===== config.mk =====
export PLATFORM = sky130hd
export DESIGN_NAME = rme_mm_step
export DESIGN_NICKNAME = d
export VERILOG_FILES = /design/src/rtl/rme_pkg.sv /design/src/rtl/rme_mm_step.sv
export SDC_FILE = /design/constraint.sdc
export NUM_CORES = 1
export LEC_CHECK = 0
export ABC_CLOCK_PERIOD_IN_PS = 16400
export BUFFER_PORTS_ARGS = -buffer_cell sky130_fd_sc_hd__buf_2
export CAP_MARGIN = 10
export CORE_MARGIN = 5
export CORE_UTILIZATION = 50
export CTS_CLUSTER_DIAMETER = 80
export CTS_CLUSTER_SIZE = 30
export DETAILED_ROUTE_END_ITERATION = 10
export PLACE_DENSITY_LB_ADDON = 0.1
export SLEW_MARGIN = 15
export SYNTH_ARGS = -nofsm -noshare
export SYNTH_HDL_FRONTEND = slang
export SYNTH_SLANG_ARGS = --single-unit
export TNS_END_PERCENT = 30

===== constraint.sdc =====
create_clock -name i_clk -period 16.4 [get_ports i_clk]
set_input_delay 3.28 -clock i_clk [delete_from_list [all_inputs] [get_ports i_clk]]
set_output_delay 3.28 -clock i_clk [all_outputs]
set_load 0.01 [all_outputs]

===== src/rtl/rme_pkg.sv =====
package rme_pkg;

    localparam int KB = 27;
    // One pipeline stage per quotient bit of the base reduction, then one
    // stage per multiplier bit for each square and each multiply.
    localparam int RED_STAGES = KB;
    localparam int MM_STAGES  = 2 * KB * KB;
    localparam int N_STAGES   = RED_STAGES + MM_STAGES;
    localparam int ADDR_W     = 4;

    typedef logic [KB-1:0] t_key;

    typedef enum logic [1:0] {
        REG_MODULUS = 2'd0,
        REG_ENC_EXP = 2'd1,
        REG_DEC_EXP = 2'd2
    } t_reg_idx;

    typedef struct packed {
        logic func;
        t_key base;
        t_key pw;
        t_key mm;
    } t_lane;

    // (a + b) mod m for a, b below m.
    function automatic t_key add_mod(input t_key a, input t_key b, input t_key m);
        t_key room;
        room = m - b;
        if (a >= room) begin
            return a - room;
        end
        return a + b;
    endfunction

endpackage


===== src/rtl/rme_mm_step.sv =====
module rme_mm_step
    import rme_pkg::*;
(
    input  logic  i_clk,
    input  logic  i_rst_n,
    input  logic  i_en,
    input  logic  i_valid,
    input  t_lane i_lane,
    input  logic  i_bbit,
    input  logic  i_last,
    input  logic  i_commit,
    input  t_key  i_mod,
    output logic  o_valid,
    output t_lane o_lane
);

    logic  r_valid;
    t_lane r_lane;
    t_lane n_lane;
    t_key  dbl;
    t_key  acc;

    // One bit of shift-and-add modular multiplication of pw by b.
    always_comb begin
        dbl = add_mod(i_lane.mm, i_lane.mm, i_mod);
        acc = i_bbit ? add_mod(dbl, i_lane.pw, i_mod) : dbl;
        n_lane    = i_lane;
        n_lane.mm = acc;
        if (i_last) begin
            if (i_commit) begin
                n_lane.pw = acc;
            end
            n_lane.mm = '0;
        end
    end

    always_ff @(posedge i_clk) begin
        if (!i_rst_n) begin
            r_valid <= 1'b0;
        end else if (i_en) begin
            r_valid <= i_valid;
        end
    end

    always_ff @(posedge i_clk) begin
        if (i_en) begin
            r_lane <= n_lane;
        end
    end

    assign o_valid = r_valid;
    assign o_lane  = r_lane;

endmodule


==> metrics, run 1 <==
status finished clean; critical path class in -> reg; delay-heaviest family, CP compound AO/OA/AOI/OAI gates; Critical Path Start i_lane[1]; DR WL/cell roughly 18 µm; startpoint types primary input; final-stage net count 1785; EDFF count, synth 82; root buf cell clkbuf_16; Mapped Avg Cell Area just over 8 µm²; Mapped Nets 1617; Synth async-reset ratio 0%; Post-DRT Antenna Nets 0; reg2reg path depth 2; ys flop type edfxtp_1; RSZ-0062 raised after global routing false; register-to-register path setup slack 15.80 ns; largest net degree at the start of global routing 84; Hold Slack 0.533 ns; Critical Path Sink o_lane[52]; antenna cell count 0; flops & latches, synth 83; Core Region 22500 µm²; dpl hpwl roughly 28000 µm; Cell Pwr Density around 140 nW/µm²; peak supply drop 0.0604 mV; reg2reg end o_valid; CP endpoint kind flip-flop; CP peak stage delay 0.81 ns; largest fanout on the critical path 33; TritonCTS Buffers 9; Pleak 5.75 nW; Synth area leaders edfxtp_1, ha_1, xnor2_1, a21oi_1, nor2_1; Port Buf Inserts approximately 200; worst skew pair latency 0.32 ns; Hold Violations, Final 0; post-route cell area about 13000 µm²; Multi-input gate area 8300 µm²; DIE AREA 25800 µm²; Synth Instances roughly 1400; Detailed Route Iter0 Violations 856; CTS tree done; fillers 2156; Worst path most repeated cell o21ai_0; via count 10819; vias in the first global route 9826; Critical R2R Launch o_valid; utilization after layout approximately 57%; clock sinks 83; WP depth 40; Tot GR Track Use ~25%; area post-placement approximately 13000 µm²; fin crit period 12.34 ns; I/O pin cnt 199; Power Total between 1.5 and 2 mW; Clock Path Buffers 2; Area growth, synth to finish 12.8%; first-pass GRT wire length 52400 µm; Setup TNS 0 ns; Worst EP required 16.53 ns; Fmax roughly 80 MHz; Remaining DRCs 0; post-CTS sizing 0; initial antenna violation count 1; yosys warns 0; Max Slew Vio Count 0; starting density of the core just over 50%; Worst-path clk slew 0.06 ns; most frequent cells in the layout buf_2, ha_1, nor2_1; GRT overflow 0; most common cell after layout, fill and taps aside buf_2; Cell variety after synth ~110; Max-Cap Viols 0; part of the cycle the worst path needs approximately three quarters; drt via density between 5 and 6; share of cells above drive strength 1 18.4%; Hold Crit Class reg -> reg; Finish-stage setup viols 0; register area share after synthesis 21.9%; final WL 33200 µm; sequential cell area roughly 2500 µm²; CP Buf/Inv Count 2; die width 161 µm; Die Span Y 161 µm; CTS Hold Bufs 0; slew margin rel. 31.3%; Max Clock Skew 0 ns; hold depth 2; critical path arrival 12.48 ns; Mapped Area 11400 µm²; Worst Tran Pin Value 1.03 ns; top cell type's share of synthesized area 21.7%; Setup Buffers After CTS 0; H-tree level count 3; num rows 55; GPL Wtd Cong 0.914; slowest CP cell nor2_4; DRT Pass-1 Iters 5; cell taking the most area after synthesis edfxtp_1
## metal layers
metal | vias up | part of all wire (%) | track usage (%)
met5 | - | 0.060 | 0
met3 | 26 | 6.5 | 2.77
met2 | 366 | 41 | 36.7
met4 | 2 | 1.8 | 5.31
met1 | 4963 | 51 | 38.5
li1 | 5462 | - | -
## sequential cells by signal (all words and copies together), names as in the netlist
name	count
o_lane	82
o_valid	1
## per-stage QoR
step	setup slack, ns	std cells
3_5_place_dp	3.79	1816
6_report	4.06	1832
5_1_grt	2.97	1832
2_1_floorplan	5.36	1374
4_1_cts	4.10	1832
3_3_place_gp	3.94	1816
## worst register-to-register path: stages (launching register included)
cell     delay [ns]
dfxtp_1        0.33
mux2i_1        0.07
nor2b_1        0.14
## synth_stat cells, types with 13 or more instances
cell and instances:
ha_1 123, nor2_1 109, a21oi_1 107, nand2_1 101, inv_1 92, edfxtp_1 82
o21ai_0 79, xnor2_1 68, xor2_1 46, a21o_1 42, nand3_1 33, o21ai_1 32
nor3_1 31, a31oi_1 28, clkbuf_1 26, nand2b_1 25, and3_1 24, a211oi_1 17
o21a_1 17, nor2b_1 15, o21bai_1 13
## where the power goes
group / switching, mW / internal (mW) / leakage, nW / total, mW
clock network: 0.0732 / 0.127 / 0.146 / 0.200
logic: 0.810 / 0.521 / 4.80 / 1.33
registers: 0.00819 / 0.280 / 0.806 / 0.289
total: 0.891 / 0.928 / 5.75 / 1.82
## area by class of cell
| type | instances | share of cell area [%] |
|---|---|---|
| Multi-Input combinational cell | 1154 | 64.8 |
| Sequential cell | 83 | 19.4 |
| Timing Repair Buffer | 202 | 7.99 |
| Tap cell | 285 | 2.78 |
| Inverter | 92 | 2.70 |
| Clock buffer | 13 | 2.03 |
| Clock inverter | 3 | 0.361 |
## logic make-up after synthesis
kind of cell,count (synthesis),share of synthesized area (%)
adders and majority gates,137,15.1
muxes,12,1.07
buffers and inverters,137,5.07
xor gates and xnor gates,116,9.18
DFF,83,21.9
and+or+nand+nor,420,18.9
AOI/OAI and AO/OA,469,28.8
## worst min-delay path by stage
| stage | start | end | slack, ns |
|---|---|---|---|
| 2_1_floorplan | o_valid | o_valid | 0.54 |
| 3_3_place_gp | o_valid | o_valid | 0.51 |
| 3_5_place_dp | o_valid | o_valid | 0.53 |
| 6_report | o_valid | o_valid | 0.53 |
| 4_1_cts | o_valid | o_valid | 0.54 |
| 5_1_grt | o_valid | o_valid | 0.56 |
Note: power is estimated with default switching activity, not from simulation.
==> run 2: changes to the inputs <==
- ABC_AREA: not set -> 1
- ABC_CLOCK_PERIOD_IN_PS: 16400 -> 11700
- clock period: 16.4 -> 11.7 ns (I/O delays scaled with it)
==> run 2 against run 1 <==
Against the previous run:
- first-iteration DRC count increased by 17%
- critical endpoint unchanged
- count of clock-buffer cells in the layout fell by 4
- routed wire length increased by 26%
- worst setup slack got worse by 2.5 ns
- cell area increased by 11%
==> metrics, run 2 <==
status finished clean; Cell Pwr Density 189 nW/µm² (+33%); first-pass GRT wire length 63900 µm (+22%); worst skew pair latency 0.33 ns (about the same); final WL 41700 µm (+26%); DIE AREA 28700 µm² (+11%); vias in the first global route 12333 (+26%); ys flop type edfxtp_1; part of the cycle the worst path needs between 80% and 90%; cell taking the most area after synthesis edfxtp_1; starting density of the core 50.6% (+0.15 points); Sw Ratio 54.8% (+5.8 points); startpoint types primary input; TritonCTS Buffers 9 (unchanged); yosys warns 0 (unchanged); WP depth 40 (unchanged); delay-heaviest family, CP compound AO/OA/AOI/OAI gates; Clock Path Buffers 2 (unchanged); combinational share of power 74.7% (+1.5 points); Synth area leaders edfxtp_1, nand2_1, ha_1, inv_1, nand3_1; H-tree level count 3 (unchanged); reg2reg end o_valid; post-synthesis mux area share 0% (-1.1 points); Area growth, synth to finish 11.7%; Mapped Area 12700 µm² (+12%); share of cells above drive strength 1 15.6% (-2.8 points); Hold Slack 0.558 ns (+0.0250 ns); XOR/XNOR Fraction of Synth Area 5.72% (-3.5 points); NetSw 1.47 mW (+65%); DR WL/cell 16.7 µm (-7.6%); Detailed Route Iter0 Violations 1003 (+17%); die width 169 µm (+5.4%); root buf cell clkbuf_16; Worst EP required 11.80 ns (-4.73 ns); Synth Instances 1977 (+44%); Compound-Gate Fraction of Synth Area 11.2% (-18 points); dpl hpwl 36100 µm (+31%); GRT overflow 0 (unchanged); final worst slack 1.56 ns (-2.50 ns); Mapped Avg Cell Area 6.43 µm² (-22%); critical path class in -> reg; Finish-stage setup viols 0 (unchanged); Cell variety after synth 55 (-51%); clock sinks 83 (unchanged); Post-DRT Antenna Nets 0 (unchanged); peak supply drop 0.118 mV (+96%); EDFF count, synth 82 (unchanged); Synth async-reset ratio 0% (unchanged); CTS tree done; Setup WS pre-CTS 1.30 ns (-2.49 ns); largest fanout on the critical path 29 (-12%); slew margin rel. 28.1% (-3.2 points); Worst Tran Pin Value 1.08 ns (+0.0465 ns); CP Buf/Inv Count 4 (+2); I/O pin cnt 199 (unchanged); Fmax 98.6 MHz; Port Buf Inserts 198 (unchanged); RSZ-0062 raised after global routing false; Die Span Y 169 µm (+5.4%); Core Region 25100 µm² (+12%); num rows 58 (+5.5%); via count 13405 (+24%); final-stage net count 2401 (+35%); Internal 1.21 mW (+31%); Setup TNS 0 ns (unchanged); Critical Path Start i_lane[1]; initial antenna violation count 0 (-1); flops & latches, synth 83 (unchanged); CTS Hold Bufs 0 (unchanged); Max Slew Vio Count 0 (unchanged); most frequent cell after synthesis nand2_1; fin crit period 10.14 ns; Synth Area in Simple Gates 39.7% (+21 points); CP peak stage delay 0.60 ns (-0.21 ns); GPL Wtd Cong 0.980 (+7.1%); Hold Violations, Final 0 (unchanged); post-CTS sizing 0 (unchanged); Worst-path clk slew 0.07 ns (about the same); CP endpoint kind flip-flop; DRT Pass-1 Iters 5 (unchanged); Flop pwr share 14.7% (-1.2 points); most common cell after layout, fill and taps aside nand2_1; reg2reg path depth 2 (unchanged); Max-Cap Viols 0 (unchanged); largest family of logic cells by synthesized area simple AND/OR/NAND/NOR gates; register area share after synthesis 19.5% (-2.3 points); Critical R2R Launch o_valid; Synth top cells by count nand2_1, inv_1, nand3_1; Setup Buffers After CTS 0 (unchanged); Clk pwr share 10.6% (-0.4 points); Worst path most repeated cell nand2_1; Pleak 7.64 nW (+33%); antenna cell count 0 (unchanged); Remaining DRCs 0 (unchanged); Synth Area in Adders 12.7% (-2.4 points); drt via density 5.38 (-8.9%); most frequent cells in the layout nand2_1, inv_1, buf_2; Tot GR Track Use 27.9% (+3.2 points); Critical Path Sink o_lane[52]; Max Clock Skew 0 ns (unchanged); slowest CP cell o21ai_0; Mapped Nets 2220 (+37%); critical path arrival 10.24 ns (-2.24 ns); Power Total 2.68 mW (+47%); Hold Crit Class reg -> reg; max FFs per register 82 (unchanged); largest net degree at the start of global routing 85 (+1.2%); register-to-register path setup slack 11.02 ns (-4.78 ns); top cell type's share of synthesized area 19.4% (-2.3 points)
## run 2: cell count changes after synthesis, moves of 17 or more
cell,change
nand3_1,+118
xnor2_1,-29
a21o_1,-36
a31oi_1,-17
nand2b_1,-25
nand4_1,+32
and3_1,-22
nand2_1,+525
nand3_2,+28
a21oi_1,+40
o21ai_0,-26
nand2_2,+27
o21ai_1,-28
inv_1,+208
## run 2: cell families after synthesis
logic type | Yosys count
fa+ha+maj | 127
buf+inv | 342
flops | 83
simple gates | 1085
compound gates | 257
xor+xnor | 83
## run 2: how the worst min path moves through the flow
| stage | startpoint | to | slack [ns] | cells past startpoint |
|---|---|---|---|---|
| after floorplan | o_valid | o_valid | 0.56 | 2 |
| after global placement | o_valid | o_valid | 0.52 | 2 |
| after detailed placement | o_valid | o_valid | 0.55 | 2 |
| after CTS | o_valid | o_valid | 0.57 | 2 |
| after global routing | o_valid | o_valid | 0.61 | 2 |
| final | o_valid | o_valid | 0.56 | 2 |
## run 2: worst min-delay path, cell delays in order, from the launching register on
cell	delay, ns
dfxtp_1	0.32
o21ai_0	0.09
a21oi_1	0.11
## run 2: final cells by class
type                    instances  area (µm²)
clock inverters                 7        75.1
clock buffers                   9         225
multi-input cells            1552        8820
repair buffers                201        1020
well taps                     330         413
fillers                      2589       10900
inverters                     311        1170
flip-flops and latches         83        2480
## run 2: power by group through the flow
stage               Clock [mW]  Combinational [mW]  Sequential, mW
finish                   0.283                2.00           0.395
detailed placement           0                1.96           0.401
CTS                      0.291                1.97           0.395
global route             0.300                2.22           0.399
global placement             0                1.96           0.401
floorplan                    0                1.46           0.428
## run 2: per-layer routing
| metal | track usage, % | part of all wire, % |
|---|---|---|
| met4 | 7.81 | 2.5 |
| met2 | 45.5 | 44 |
| met1 | 39.5 | 46 |
| met5 | 0 | 0 |
| met3 | 2.61 | 7.0 |
## run 2: through the flow
stage | util, % | cell area (µm²) | instances
floorplan | - | 12700 | 1977
global placement | 55.4 | 13900 | 2477
detailed placement | 55.4 | 13900 | 2477
CTS | 56.6 | 14200 | 2493
global route | 56.6 | 14200 | 2493
finish | 56.6 | 14200 | 2493
==> run 3: changes to the inputs <==
--- a/config.mk
+++ b/config.mk
@@ -13,2 +13,3 @@
 export CORE_UTILIZATION = 50
+export CTS_BUF_LIST = sky130_fd_sc_hd__clkbuf_4
 export CTS_CLUSTER_DIAMETER = 80
==> constraint.sdc (replaced) <==
create_clock -name i_clk -period 11.7 [get_ports i_clk]
set_input_delay 1.17 -clock i_clk [delete_from_list [all_inputs] [get_ports i_clk]]
set_output_delay 1.17 -clock i_clk [all_outputs]
set_load 0.01 [all_outputs]
==> run 3 against run 2 <==
Against the previous run:
- die area unchanged
- sequential share of layout area up 0.19 points
- global-route usage up 0.27 points
- core utilization down 0.61 points
- register-to-register slack better by 0.02 ns
- critical endpoint is now o_lane[45]
- highest routed layer unchanged
==> metrics, run 3 (same netlist as run 2, synthesis figures left out) <==
status finished clean; slowest CP cell o21ai_0; root buf cell clkbuf_4; dpl hpwl 36200 µm (+0.19%); combinational share of power 78.0% (+3.3 points); post-CTS sizing 0 (unchanged); Remaining DRCs 0 (unchanged); Port Buf Inserts 198 (unchanged); WP depth 41 (+2.5%); Tot GR Track Use 28.1% (+0.27 points); vias in the first global route 12491 (+1.3%); Hold Crit Class reg -> reg; Internal 1.11 mW (-8.4%); delay-heaviest family, CP simple AND/OR/NAND/NOR gates; Hold Violations, Final 0 (unchanged); Clk pwr share 6.7% (-3.9 points); fillers 2632 (+1.7%); GRT overflow 0 (unchanged); Core Region 25100 µm² (unchanged); num rows 58 (unchanged); TritonCTS Buffers 9 (unchanged); drt via density 5.36 (-0.25%); max FFs per register 82 (unchanged); Clock Path Buffers 2 (unchanged); Worst Tran Pin Value 1.08 ns (+0.00267 ns); CP endpoint kind flip-flop; Fmax 110 MHz (+11%); critical path class in -> reg; critical path arrival 9.33 ns (-0.91 ns); clock sinks 83 (unchanged); Max-Cap Viols 0 (unchanged); largest net degree at the start of global routing 64 (-25%); DRT Pass-1 Iters 7 (+2); slew margin rel. 27.9% (-0.18 points); reg2reg path depth 2 (unchanged); CP Buf/Inv Count 4 (unchanged); Sw Ratio 56.7% (+2.0 points); hold depth 2 (unchanged); Die Span Y 169 µm (unchanged); Pleak 7.58 nW (-0.86%); Worst path most repeated cell nand2_1; register-to-register path setup slack 11.04 ns (+0.02 ns); Worst-path clk slew 0.14 ns (+0.07 ns); H-tree level count 3 (unchanged); initial antenna violation count 1 (+1); via count 13377 (-0.21%); non-filler instance count after layout 2494 (+0.040%); Flop pwr share 15.3% (+0.6 points); DIE AREA 28700 µm² (unchanged); most frequent cells in the layout nand2_1, inv_1, buf_2; Post-DRT Antenna Nets 0 (unchanged); most common cell after layout, fill and taps aside nand2_1; reg2reg end o_valid; Critical R2R Launch o_valid; final-stage net count 2401 (unchanged); CTS Hold Bufs 0 (unchanged); Max Clock Skew 0 ns (unchanged); I/O pin cnt 199 (unchanged); Setup Buffers After CTS 0 (unchanged); first-pass GRT wire length 64600 µm (+1.1%); GPL Wtd Cong 1.00 (+2.5%); part of the cycle the worst path needs 78.0% (-8.7 points); Area growth, synth to finish 10.5%; Detailed Route Iter0 Violations 1020 (+1.7%); startpoint types primary input; fin crit period 9.13 ns (-1.01 ns); Multi-input gate area 8820 µm² (unchanged); area post-placement 13900 µm² (unchanged); share of cells above drive strength 1 15.6% (unchanged); hold wc startpoint o_valid; worst skew pair latency 0.43 ns (+0.10 ns); Worst EP required 11.90 ns (+0.10 ns); die width 169 µm (unchanged); end of the worst hold path o_valid; Finish-stage setup viols 0 (unchanged); Cell Pwr Density 183 nW/µm² (-3.2%); RSZ-0062 raised after global routing false; CP peak stage delay 0.49 ns (-0.11 ns); largest fanout on the critical path 42 (+45%); Placed Cells 2477 (unchanged); NetSw 1.46 mW (-0.81%); post-route cell area 14000 µm² (-1.1%); Setup TNS 0 ns (unchanged); Power Total 2.57 mW (-4.2%); Max Slew Vio Count 0 (unchanged); starting density of the core 50.6% (unchanged); final WL 41700 µm (about the same); CTS tree done; sequential cell area 2480 µm² (unchanged); DR WL/cell 16.7 µm (about the same); peak supply drop 0.0877 mV (-26%)
==> run 3: cell count changes in the layout (fill, tap and decap cells not counted), sizes merged <==
cell	before	now
clkinvlp	2	1
clkinv	3	5
inv	312	311
diode	0	1
==> run 3: power groups by stage <==
stage | clock network [mW] | registers (mW) | logic, mW
6_report | 0.171 | 0.394 | 2.00
2_1_floorplan | 0 | 0.428 | 1.46
4_1_cts | 0.177 | 0.394 | 1.97
3_3_place_gp | 0 | 0.400 | 1.96
5_1_grt | 0.190 | 0.398 | 2.23
3_5_place_dp | 0 | 0.401 | 1.96
==> run 3: how the worst max path moves through the flow <==
stage                       to       from  slack, ns
floorplan           o_lane[51]   i_mod[0]       4.47
global placement    o_lane[51]  i_lane[2]       2.49
detailed placement  o_lane[51]  i_lane[2]       2.28
CTS                 o_lane[45]  i_lane[2]       2.74
global route        o_lane[51]   i_mod[0]       1.94
finish              o_lane[45]  i_lane[2]       2.57
==> run 3: final cells by class <==
cell class | count | area share [%]
Antenna cell | 1 | 0.0178
Clock buffer | 9 | 0.481
Clock inverter | 7 | 0.543
Inverter | 311 | 8.35
Multi-Input combinational cell | 1552 | 62.8
Sequential cell | 83 | 17.7
Tap cell | 330 | 2.94
Timing Repair Buffer | 201 | 7.23
==> run 3: routing by layer <==
layer	vias to the layer above	routed length, µm	global-route usage [%]
met5	-	0	0
met4	0	793	5.78
met3	47	2680	2.77
met2	442	18800	47.1
met1	6053	19500	39.7
li1	6835	-	-
==> run 3: stage by stage <==
stage	setup slack, ns	utilization [%]	hold WS, ns
2_1_floorplan	4.47	-	0.555
3_3_place_gp	2.49	55.4	0.517
3_5_place_dp	2.28	55.4	0.524
4_1_cts	2.74	55.9	0.554
5_1_grt	1.94	55.9	0.596
6_report	2.57	55.9	0.553
==> run 3: worst reg2reg max path: stages (launching register included) <==
cell and delay [ns]:
dfxtp_1 0.33, o21ai_0 0.16, a21oi_1 0.06
