**src/rtl/rme_pkg.sv**
```systemverilog
package rme_pkg;

    localparam int KB = 27;
    // One pipeline stage per quotient bit of the base reduction, then one
    // stage per multiplier bit for each square and each multiply.
    localparam int RED_STAGES = KB;
    localparam int MM_STAGES  = 2 * KB * KB;
    localparam int N_STAGES   = RED_STAGES + MM_STAGES;
    localparam int ADDR_W     = 4;

    typedef logic [KB-1:0] t_key;

    typedef enum logic [1:0] {
        REG_MODULUS = 2'd0,
        REG_ENC_EXP = 2'd1,
        REG_DEC_EXP = 2'd2
    } t_reg_idx;

    typedef struct packed {
        logic func;
        t_key base;
        t_key pw;
        t_key mm;
    } t_lane;

    // (a + b) mod m for a, b below m.
    function automatic t_key add_mod(input t_key a, input t_key b, input t_key m);
        t_key room;
        room = m - b;
        if (a >= room) begin
            return a - room;
        end
        return a + b;
    endfunction

endpackage

```
**src/rtl/rme_red_step.sv**
```systemverilog
module rme_red_step
    import rme_pkg::*;
(
    input  logic  i_clk,
    input  logic  i_rst_n,
    input  logic  i_en,
    input  logic  i_valid,
    input  t_lane i_lane,
    input  logic  i_bit,
    input  logic  i_last,
    input  t_key  i_mod,
    output logic  o_valid,
    output t_lane o_lane
);

    logic          r_valid;
    t_lane         r_lane;
    t_lane         n_lane;
    logic [KB:0]   trial;

    // One restoring division step: shift in the next dividend bit and
    // subtract the modulus when it fits.
    always_comb begin
        trial = {i_lane.mm, i_bit};
        if (trial >= {1'b0, i_mod}) begin
            trial = trial - {1'b0, i_mod};
        end
        n_lane    = i_lane;
        n_lane.mm = trial[KB-1:0];
        if (i_last) begin
            n_lane.base = trial[KB-1:0];
            n_lane.pw   = t_key'(1);
            n_lane.mm   = '0;
        end
    end

    always_ff @(posedge i_clk) begin
        if (!i_rst_n) begin
            r_valid <= 1'b0;
        end else if (i_en) begin
            r_valid <= i_valid;
        end
    end

    always_ff @(posedge i_clk) begin
        if (i_en) begin
            r_lane <= n_lane;
        end
    end

    assign o_valid = r_valid;
    assign o_lane  = r_lane;

endmodule

```
**config.mk**
```make
export PLATFORM = sky130hd
export DESIGN_NAME = rme_red_step
export DESIGN_NICKNAME = d
export VERILOG_FILES = /design/src/rtl/rme_pkg.sv /design/src/rtl/rme_red_step.sv
export SDC_FILE = /design/constraint.sdc
export NUM_CORES = 1
export LEC_CHECK = 0
export ABC_AREA = 1
export ABC_CLOCK_PERIOD_IN_PS = 4900
export BUFFER_PORTS_ARGS = -buffer_cell sky130_fd_sc_hd__buf_2
export CAP_MARGIN = 20
export CELL_PAD_IN_SITES_DETAIL_PLACEMENT = 1
export CELL_PAD_IN_SITES_GLOBAL_PLACEMENT = 2
export CORE_ASPECT_RATIO = 0.9
export CORE_UTILIZATION = 30
export CTS_BUF_LIST = sky130_fd_sc_hd__clkbuf_8 sky130_fd_sc_hd__clkbuf_16
export DETAILED_ROUTE_END_ITERATION = 10
export PLACE_DENSITY_LB_ADDON = 0.1
export SETUP_SLACK_MARGIN = 0.2
export SYNTH_ARGS = -nofsm -noshare
export SYNTH_HDL_FRONTEND = slang
export SYNTH_SLANG_ARGS = --single-unit
```
**constraint.sdc**
```tcl
create_clock -name i_clk -period 4.9 [get_ports i_clk]
set_clock_uncertainty 0.05 [all_clocks]
set_input_delay 0.98 -clock i_clk [delete_from_list [all_inputs] [get_ports i_clk]]
set_output_delay 0.98 -clock i_clk [all_outputs]
set_load 0.1 [all_outputs]
```
==> metrics.cfg, run 1 <==
[critical_path]
cpLargestDelayFamily = simple AND/OR/NAND/NOR gates
cpMostUsedCell = nand2_1
required_ns = 4.93
crit_path_cell_trace = buf_2 -> ha_1 -> nand2_1 -> nor2_1 -> nand2_1 -> nor3_2 -> nand2_4 -> nand3_4 -> nand3_1 -> nand3_1 -> nand2_1
end_kind = flip-flop
crit_buf_inv = 1
start_kind = input pin
r2r_end = o_valid
reg2reg_from = o_valid
path_class = input pin to flip-flop
max_stage_delay_ns = 0.38
arrival_ns = 3.35
rr_worst_depth = 2
r2r_slack_ns = 4.17
crit_fanout = 28
cpMaxStageDelayCell = ha_1

[placed_design]
numPortBuffers = 197
dpl.hpwl_um = 16800
gp_congestion = 0.831

[routing]
vias_per_cell = 4.52
ant_nets = 0
drtIter0Drc = 263
avgRoutedWirePerCell_um = 15.9
routed_wl_um = 20100
vias = 5705
drc = 0
first_pass_iters = 4

[synth]
ys_seq_area_share_pct = 42.4
syn_area_per_cell_sq_um = 7.18
syn_inst = 816
netlist-cell-type-count = 34
syn_area_sq_um = 5860
synth_nets = 959
synth_seq_cells = 83
ys_warn_count = 0

[grt]
grt_pass1_wl_um = 31000
grt_max_degree = 85
grt_pass1_vias = 5740
antenna_found_initial = 0
gr-total-overflow = 0
grt_use_total_pct = 20.5

[clock_tree]
path_clk_slew_ns = 0.06
htree_levels = 3
cts_resized = 0
hold_buffers = 0
numClockSinks = 83
cts_buffers = 9
postCtsSetupBuffers = 0
clockBufferDepth = 2
clockRootBuffer = clkbuf_16
cts_tree = yes
clk_latency_ns = 0.33

[power_and_ir_drop]
max-vdd-ir-drop_uv = 141
fin_total_pwr_mw = 2.75
p_leak_nw = 4.13
p_per_area_nw_per_um2 = 370

[sta]
relSlewSlack_pct = 28.8
finalHoldViolations = 0
finalSetupTns_ns = 0
rsz0062_at_grt = no
finalSetupViolations = 0
min_period_ns = 3.32
period_share_pct = 67.7
drv_slew = 0
worstMarginPinSlew_ns = 1.07
clock.fmax_mhz = 301

[floorplan]
start_util_pct = 30.6
die_area_sq_um = 20100
die_x_um = 149
io_pins = 198
rows = 48
die_h_um = 135
core_sq_um = 19200

[min_path]
hold_path.class = flip-flop to flip-flop
min-delay-start = o_valid
min_to = o_valid
min_path_cells = 2

[layout]
synthToLayoutAreaGrowth_pct = 26.9
final_net_count = 1151
layout-drive-gt1-share_pct = 22.9
layout_commonest_cell = nand2_1
layout_common_cells = nand2_1, buf_2, inv_1
multi_input_area_sq_um = 2590
n_antenna_cell = 0
seqCellArea_sq_um = 2480
fill_cells = 2467

[run_status]
run_status = finished, final reports clean

[run]
drv_cap = 0

==> worst max path at each step <==
stage,cells past startpoint,from,endpoint,slack (ns)
2_1_floorplan,13,i_bit,o_lane[74],2.01
3_3_place_gp,13,i_bit,o_lane[80],1.23
3_5_place_dp,11,i_lane[17],o_lane[80],1.21
4_1_cts,11,i_lane[17],o_lane[80],1.57
5_1_grt,13,i_bit,o_lane[80],1.35
6_report,11,i_lane[17],o_lane[80],1.58
==> worst register-to-register path, cell delays in order, from the launching register on <==
cell and delay [ns]:
dfxtp_1 0.30, o21ai_0 0.17, a21oi_1 0.06
==> logic make-up (layout without fill, tap and decap cells) <==
group	Yosys count	after routing	synth area share, %
simple gates	456	456	33.0
buf+inv	204	401	13.4
xor+xnor	14	14	2.09
compound gates	31	31	2.95
flops	83	83	42.4
fa+ha+maj	28	28	6.11
==> state kept, by name, summed over array words and instances, names as in the netlist <==
| signal | count |
|---|---|
| o_valid | 1 |
| o_lane | 82 |
==> synth_stat cells (all sizes together) <==
| cell type | number | area share, % |
|---|---|---|
| nand2 | 272 | 18 |
| inv | 184 | 12 |
| nor2 | 90 | 5.9 |
| edfxtp | 82 | 42 |
| nand3 | 53 | 5.0 |
| nand4 | 32 | 3.4 |
| ha | 27 | 5.8 |
| a21oi | 15 | 1.5 |
| o21ai | 15 | 1.3 |
| clkbuf | 12 | 0.77 |
| xnor2 | 12 | 1.8 |
| buf | 8 | 0.88 |
| or2 | 4 | 0.43 |
| and2 | 2 | 0.21 |
| nor3 | 2 | 0.26 |
| xor2 | 2 | 0.30 |
| a21o | 1 | 0.13 |
| dfxtp | 1 | 0.34 |
| fa | 1 | 0.34 |
| nand3b | 1 | 0.13 |
==> power by group <==
| group | switching (mW) | internal [mW] | leakage [nW] |
|---|---|---|---|
| clock network | 0.272 | 0.497 | 0.163 |
| registers | 0.0173 | 0.872 | 0.803 |
| logic | 0.881 | 0.214 | 3.17 |
| total | 1.17 | 1.58 | 4.13 |
==> metrics by stage <==
step                      setup WS (ns)  cell area [sq um]  std cells  hold WS [ns]  util, %
after detailed placement           1.21               7090       1247         0.488     37.0
after floorplan                    2.01               5860        816         0.936        -
after global routing               1.35               7430       1263         0.521     38.8
final                              1.58               7430       1263         0.499     38.8
after global placement             1.23               7090       1247         0.471     37.0
after CTS                          1.57               7430       1263         0.508     38.8
==> metal layers <==
layer | part of all wire, % | GRT usage (%) | up-vias
met3 | 5.6 | 2.60 | 17
met5 | 0 | 0 | -
met2 | 45 | 33.4 | 155
met4 | 1.4 | 5.56 | 0
met1 | 48 | 28.5 | 2626
li1 | - | - | 2907
==> area by class of cell <==
cell class                      count  share of cell area (%)
Clock buffer                        9                    3.03
Clock inverter                      7                    1.58
Inverter                          184                    9.29
Multi-Input combinational cell    529                    34.8
Sequential cell                    83                    33.4
Tap cell                          250                    4.21
Timing Repair Buffer              201                    13.7
Power figures use the tool's default switching activity.
==> run 2: changes to the inputs <==
--- a/config.mk
+++ b/config.mk
@@ -6,13 +6,13 @@
 export NUM_CORES = 1
 export LEC_CHECK = 0
 export ABC_AREA = 1
-export ABC_CLOCK_PERIOD_IN_PS = 4900
+export ABC_CLOCK_PERIOD_IN_PS = 3440
 export BUFFER_PORTS_ARGS = -buffer_cell sky130_fd_sc_hd__buf_2
 export CAP_MARGIN = 20
 export CELL_PAD_IN_SITES_DETAIL_PLACEMENT = 1
 export CELL_PAD_IN_SITES_GLOBAL_PLACEMENT = 2
 export CORE_ASPECT_RATIO = 0.9
-export CORE_UTILIZATION = 30
+export CORE_UTILIZATION = 27
 export CTS_BUF_LIST = sky130_fd_sc_hd__clkbuf_8 sky130_fd_sc_hd__clkbuf_16
 export DETAILED_ROUTE_END_ITERATION = 10
 export PLACE_DENSITY_LB_ADDON = 0.1
==> constraint.sdc (replaced) <==
create_clock -name i_clk -period 3.44 [get_ports i_clk]
set_clock_uncertainty 0.05 [all_clocks]
set_input_delay 0.688 -clock i_clk [delete_from_list [all_inputs] [get_ports i_clk]]
set_output_delay 0.688 -clock i_clk [all_outputs]
set_load 0.1 [all_outputs]
==> run 2 against run 1 <==
Combinational power up 45%. Global-route usage down 1.3 points. Design area up 1.3%. Sequential power up 43%. Worst hold slack worse by 0.023 ns. Setup slack worse by 0.90 ns. Final cell count up 3.4%. Total power up 40%. Non-clock buffer count up 7. Routed wire length up 4.1%.
==> metrics.cfg, run 2 (same netlist as run 1, synthesis figures left out) <==
[run_status]
run_status = finished, final reports clean

[layout]
final_net_count = 1158  ; +0.61%
n_antenna_cell = 0  ; unchanged
seqCellArea_sq_um = 2480  ; unchanged
multi_input_area_sq_um = 2590  ; unchanged
synthToLayoutAreaGrowth_pct = 28.6
fill_cells = 2713  ; +10%
post-route-util_pct = 35.8  ; -3.0 points
layout_commonest_cell = nand2_1
stdcell_count = 1306  ; +3.4%
largest_reg_flops = 82  ; unchanged
layout_common_cells = nand2_1, buf_2, inv_1
layout-drive-gt1-share_pct = 23.3  ; +0.43 points

[floorplan]
io_pins = 198  ; unchanged
die_x_um = 157  ; +5.3%
die_h_um = 142  ; +5.3%
core_sq_um = 21000  ; +9.7%
start_util_pct = 27.9  ; -2.7 points
rows = 50  ; +4.2%
die_area_sq_um = 22300  ; +11%

[power_and_ir_drop]
p_leak_nw = 4.17  ; +1.0%
p_per_area_nw_per_um2 = 513  ; +38%
clockPowerShare_pct = 26.3  ; -1.6 points
p_int_mw = 2.19  ; +38%
switchingPower_mw = 1.67  ; +43%
swShare_pct = 43.3  ; +0.75 points
max-vdd-ir-drop_uv = 202  ; +44%
pwr-share-comb_pct = 40.8  ; +1.0 points
seq_power_share_pct = 32.9  ; +0.6 points

[sta]
relSlewSlack_pct = 51.6  ; +23 points
worstMarginPinSlew_ns = 0.726  ; -0.342 ns
drv_slew = 0  ; unchanged
period_share_pct = 80.2
rsz0062_at_grt = no
min_period_ns = 2.76
clock.fmax_mhz = 363
finalSetupViolations = 0  ; unchanged
finalSetupTns_ns = 0  ; unchanged
finalHoldViolations = 0  ; unchanged

[placed_design]
numPortBuffers = 197  ; unchanged
place_inst = 1290  ; +3.4%
gp_congestion = 0.833  ; +0.29%
dpl.hpwl_um = 17800  ; +5.9%

[grt]
grt_pass1_wl_um = 32100  ; +3.5%
gr-total-overflow = 0  ; unchanged
grt_pass1_vias = 5777  ; +0.64%
grt_max_degree = 56  ; -34%
antenna_found_initial = 0  ; unchanged
grt_use_total_pct = 19.2  ; -1.3 points

[run]
drv_cap = 0  ; unchanged

[routing]
drc = 0  ; unchanged
vias_per_cell = 4.35  ; -3.8%
drtIter0Drc = 189  ; -28%
routed_wl_um = 21000  ; +4.1%
ant_nets = 0  ; unchanged
avgRoutedWirePerCell_um = 16.0  ; +0.66%
first_pass_iters = 4  ; unchanged
vias = 5675  ; -0.53%

[min_path]
hold_path.class = input pin to flip-flop

[critical_path]
r2r_end = o_valid
critPathCapture = o_lane[64]
arrival_ns = 2.77  ; -0.58 ns
start_kind = input pin
crit_start = i_lane[14]
max_stage_delay_ns = 0.40  ; +0.02 ns
r2r_slack_ns = 2.73  ; -1.44 ns
crit_path_cell_trace = buf_2 -> ha_1 -> nand2_1 -> inv_1 -> nand2_1 -> nand2_1 -> nand2_1 -> nand2_1 -> a21oi_4 -> buf_4 -> nand4_1 -> nand2_1 -> o21ai_1
required_ns = 3.45  ; -1.48 ns
cpMostUsedCell = nand2_1
end_kind = flip-flop
crit_fanout = 17  ; -39%
cpMaxStageDelayCell = a21oi_4
rr_worst_depth = 2  ; unchanged
reg2reg_from = o_valid
path_class = input pin to flip-flop

[clock_tree]
htree_levels = 3  ; unchanged
cts_resized = 0  ; unchanged
cts_tree = yes
hold_buffers = 0  ; unchanged
cts_buffers = 9  ; unchanged
clockBufferDepth = 2  ; unchanged
numClockSinks = 83  ; unchanged
clockRootBuffer = clkbuf_16
postCtsSetupBuffers = 0  ; unchanged
clk_latency_ns = 0.33  ; about the same
path_clk_slew_ns = 0.06  ; about the same

run 2: worst max-delay path, delay by kind of cell:
| kind | cells | cell delay, ns |
|---|---|---|
| AND/OR/NAND/NOR | 7 | 0.74 |
| AO/OA/AOI/OAI | 2 | 0.48 |
| buffers and inverters | 3 | 0.48 |
| adder cells (fa/ha/maj) | 1 | 0.36 |
run 2: stage by stage:
stage	hold WS [ns]	power, mW	instance area [sq um]	setup WS [ns]
after floorplan	0.731	2.49	5860	0.840
after CTS	0.464	3.91	7530	0.682
final	0.476	3.86	7530	0.683
after detailed placement	0.498	2.88	7210	0.323
after global placement	0.482	2.87	7210	0.334
after global routing	0.465	4.04	7530	0.486
run 2: power groups by stage:
stage	registers (mW)	clock network (mW)	logic, mW
after floorplan	2.05	0	0.443
after global placement	1.29	0	1.58
after detailed placement	1.29	0	1.59
after CTS	1.27	1.04	1.59
after global routing	1.28	1.07	1.69
final	1.27	1.02	1.58
run 2: area by class of cell:
cell class	count	area share, %
multi-input combinational	529	34.3
sequential	83	33.0
timing repair buffer	208	14.5
inverter	184	9.17
tap	286	4.75
clock buffer	9	2.99
clock inverter	7	1.25
run 2: layer usage:
layer	vias to the layer above	GRT usage, %	wire length (um)
met3	16	2.75	1020
li1	2919	-	-
met2	148	30.7	9340
met1	2592	27.0	10300
met5	-	0	0
met4	0	4.70	268
run 2: how the worst min path moves through the flow:
stage | from | end | slack (ns) | cells past startpoint
floorplan | i_en | o_valid | 0.73 | 1
global placement | o_valid | o_valid | 0.48 | 2
finish | i_lane[81] | o_lane[81] | 0.48 | 1
CTS | i_lane[81] | o_lane[81] | 0.46 | 1
detailed placement | o_valid | o_valid | 0.50 | 2
global route | i_lane[81] | o_lane[81] | 0.47 | 1
==> run 3: changes to the inputs <==
--- a/config.mk
+++ b/config.mk
@@ -6,7 +6,7 @@
 export NUM_CORES = 1
 export LEC_CHECK = 0
 export ABC_AREA = 1
-export ABC_CLOCK_PERIOD_IN_PS = 3440
+export ABC_CLOCK_PERIOD_IN_PS = 2800
 export BUFFER_PORTS_ARGS = -buffer_cell sky130_fd_sc_hd__buf_2
 export CAP_MARGIN = 20
 export CELL_PAD_IN_SITES_DETAIL_PLACEMENT = 1
==> constraint.sdc (replaced) <==
create_clock -name i_clk -period 2.8 [get_ports i_clk]
set_clock_uncertainty 0.05 [all_clocks]
set_input_delay 0.56 -clock i_clk [delete_from_list [all_inputs] [get_ports i_clk]]
set_output_delay 0.56 -clock i_clk [all_outputs]
set_load 0.1 [all_outputs]
==> run 3 against run 2 <==
Total power rose by 21%. Global-route usage fell by 0.22 points. Clock-buffer cell count did not move. Critical path depth rose by 1. Largest power group unchanged. Sequential power rose by 23%. Combinational power rose by 25%. Non-clock buffer count rose by 24. Core utilization rose by 0.88 points. Design area rose by 2.5%. Worst hold slack got worse by 0.12 ns. Final cell count rose by 1.8%.
==> metrics.cfg, run 3 (same netlist as run 1, synthesis figures left out) <==
[critical_path]
reg2reg_from = o_valid
arrival_ns = 2.44  ; -0.33 ns
path_class = input pin to flip-flop
crit_fanout = 13  ; -4
r2r_end = o_valid
r2r_slack_ns = 2.10  ; -0.63 ns
rr_worst_depth = 2  ; unchanged
start_kind = input pin
end_kind = flip-flop
required_ns = 2.84  ; -0.61 ns

[power_and_ir_drop]
seq_power_share_pct = 33.4  ; +0.5 points
max-vdd-ir-drop_uv = 298  ; +47%
switchingPower_mw = 2.05  ; +22%
fin_total_pwr_mw = 4.68  ; +21%
p_int_mw = 2.63  ; +20%
p_per_area_nw_per_um2 = 606  ; +18%
swShare_pct = 43.8  ; +0.49 points
pwr-share-comb_pct = 42.4  ; +1.6 points
clockPowerShare_pct = 24.2  ; -2.1 points
p_leak_nw = 4.28  ; +2.5%

[grt]
grt_pass1_vias = 5760  ; -0.29%
gr-total-overflow = 0  ; unchanged
grt_max_degree = 45  ; -20%
grt_pass1_wl_um = 31700  ; -1.3%
grt_use_total_pct = 19.0  ; -0.22 points
antenna_found_initial = 1  ; +1

[clock_tree]
clk_latency_ns = 0.33  ; about the same
postCtsSetupBuffers = 0  ; unchanged
numClockSinks = 83  ; unchanged
cts_resized = 0  ; unchanged
clockBufferDepth = 2  ; unchanged
hold_buffers = 0  ; unchanged
htree_levels = 3  ; unchanged
clockRootBuffer = clkbuf_16
cts_tree = yes
path_clk_slew_ns = 0.06  ; about the same
cts_buffers = 9  ; unchanged

[layout]
stdcell_count = 1329  ; +1.8%
seqCellArea_sq_um = 2480  ; unchanged
fill_cells = 2719  ; +0.22%
multi_input_area_sq_um = 2590  ; about the same
n_antenna_cell = 0  ; unchanged
largest_reg_flops = 82  ; unchanged
final_net_count = 1182  ; +2.1%
layout_common_cells = nand2_1, buf_2, inv_1
synthToLayoutAreaGrowth_pct = 31.8
layout-drive-gt1-share_pct = 25.2  ; +1.9 points
layout_commonest_cell = nand2_1

[floorplan]
rows = 50  ; unchanged
die_x_um = 157  ; unchanged
start_util_pct = 27.9  ; unchanged
core_sq_um = 21000  ; unchanged
die_area_sq_um = 22300  ; unchanged
die_h_um = 142  ; unchanged
io_pins = 198  ; unchanged

[min_path]
hold_path.class = input pin to flip-flop
min_to = o_lane[81]
min_path_cells = 1  ; unchanged
min-delay-start = i_lane[81]

[routing]
vias_per_cell = 4.28  ; -1.5%
first_pass_iters = 5  ; +1
drc = 0  ; unchanged
vias = 5686  ; +0.19%
drtIter0Drc = 240  ; +27%
avgRoutedWirePerCell_um = 15.8  ; -1.7%
ant_nets = 0  ; unchanged
routed_wl_um = 21000  ; about the same

[sta]
finalSetupViolations = 0  ; unchanged
worstMarginPinSlew_ns = 0.593  ; -0.133 ns
rsz0062_at_grt = no
finalHoldViolations = 0  ; unchanged
clock.fmax_mhz = 417
drv_slew = 0  ; unchanged
period_share_pct = 85.7
min_period_ns = 2.40
relSlewSlack_pct = 60.5  ; +8.9 points

[placed_design]
numPortBuffers = 197  ; unchanged
place_inst = 1314  ; +1.9%
gp_congestion = 0.801  ; -3.9%
dpl.hpwl_um = 18100  ; +1.9%

[run_status]
run_status = finished, final reports clean

[run]
drv_cap = 0  ; unchanged

## run 3: cell count changes in the layout (fill, tap and decap cells not counted)
cell        delta
buf_4         +21
buf_12         +3
clkinv_2       +2
clkinv_4       -2
clkinvlp_4     +2
bufinv_16      -1
fa_1           -1
fa_2           +1
inv_1          -1
inv_6          -1
## run 3: area by class of cell
type | count | area share (%)
clock buffer | 9 | 2.92
sequential | 83 | 32.2
timing repair buffer | 232 | 17.0
inverter | 184 | 8.95
clock inverter | 6 | 0.762
tap | 286 | 4.64
multi-input combinational | 529 | 33.6
## run 3: worst max path at each step
stage / startpoint / end / depth (start not counted)
global route: i_bit / o_lane[73] / 14
CTS: i_bit / o_lane[71] / 14
global placement: i_bit / o_lane[71] / 14
detailed placement: i_bit / o_lane[71] / 14
finish: i_bit / o_lane[72] / 14
floorplan: i_bit / o_lane[74] / 13
## run 3: worst max-delay path, cell delays in order
cell     delay [ns]
buf_2          0.08
inv_1          0.04
ha_1           0.22
fa_2           0.38
nor2_1         0.14
or2_1          0.17
nand2_1        0.08
nand3_2        0.11
nand2_4        0.09
nand3_4        0.11
buf_12         0.14
nand3_1        0.14
nand3_1        0.12
nand2_1        0.05
## run 3: routing by layer
| layer | vias to the layer above | GRT usage [%] | wire length, um |
|---|---|---|---|
| li1 | 2968 | - | - |
| met1 | 2586 | 26.4 | 10400 |
| met2 | 118 | 31.3 | 9500 |
| met3 | 12 | 2.57 | 934 |
| met4 | 2 | 3.73 | 138 |
| met5 | - | 0 | 13 |
## run 3: power by group through the flow
| stage | clock network, mW | registers (mW) | logic, mW |
|---|---|---|---|
| finish | 1.13 | 1.56 | 1.98 |
| global route | 1.20 | 1.58 | 2.13 |
| CTS | 1.17 | 1.57 | 2.00 |
| detailed placement | 0 | 1.59 | 2.00 |
| global placement | 0 | 1.59 | 1.99 |
| floorplan | 0 | 2.52 | 0.544 |
## run 3: stage by stage
| step | hold WS, ns | instance area (sq um) | setup WS (ns) | utilization (%) | setup TNS [ns] |
|---|---|---|---|---|---|
| final | 0.352 | 7720 | 0.400 | 36.7 | 0 |
| after global routing | 0.344 | 7720 | 0.216 | 36.7 | 0 |
| after CTS | 0.334 | 7720 | 0.334 | 36.7 | 0 |
| after detailed placement | 0.491 | 7430 | -0.0242 | 35.4 | -0.0457 |
| after global placement | 0.473 | 7430 | 0.0299 | 35.4 | 0 |
| after floorplan | 0.603 | 5860 | 0.328 | - | 0 |
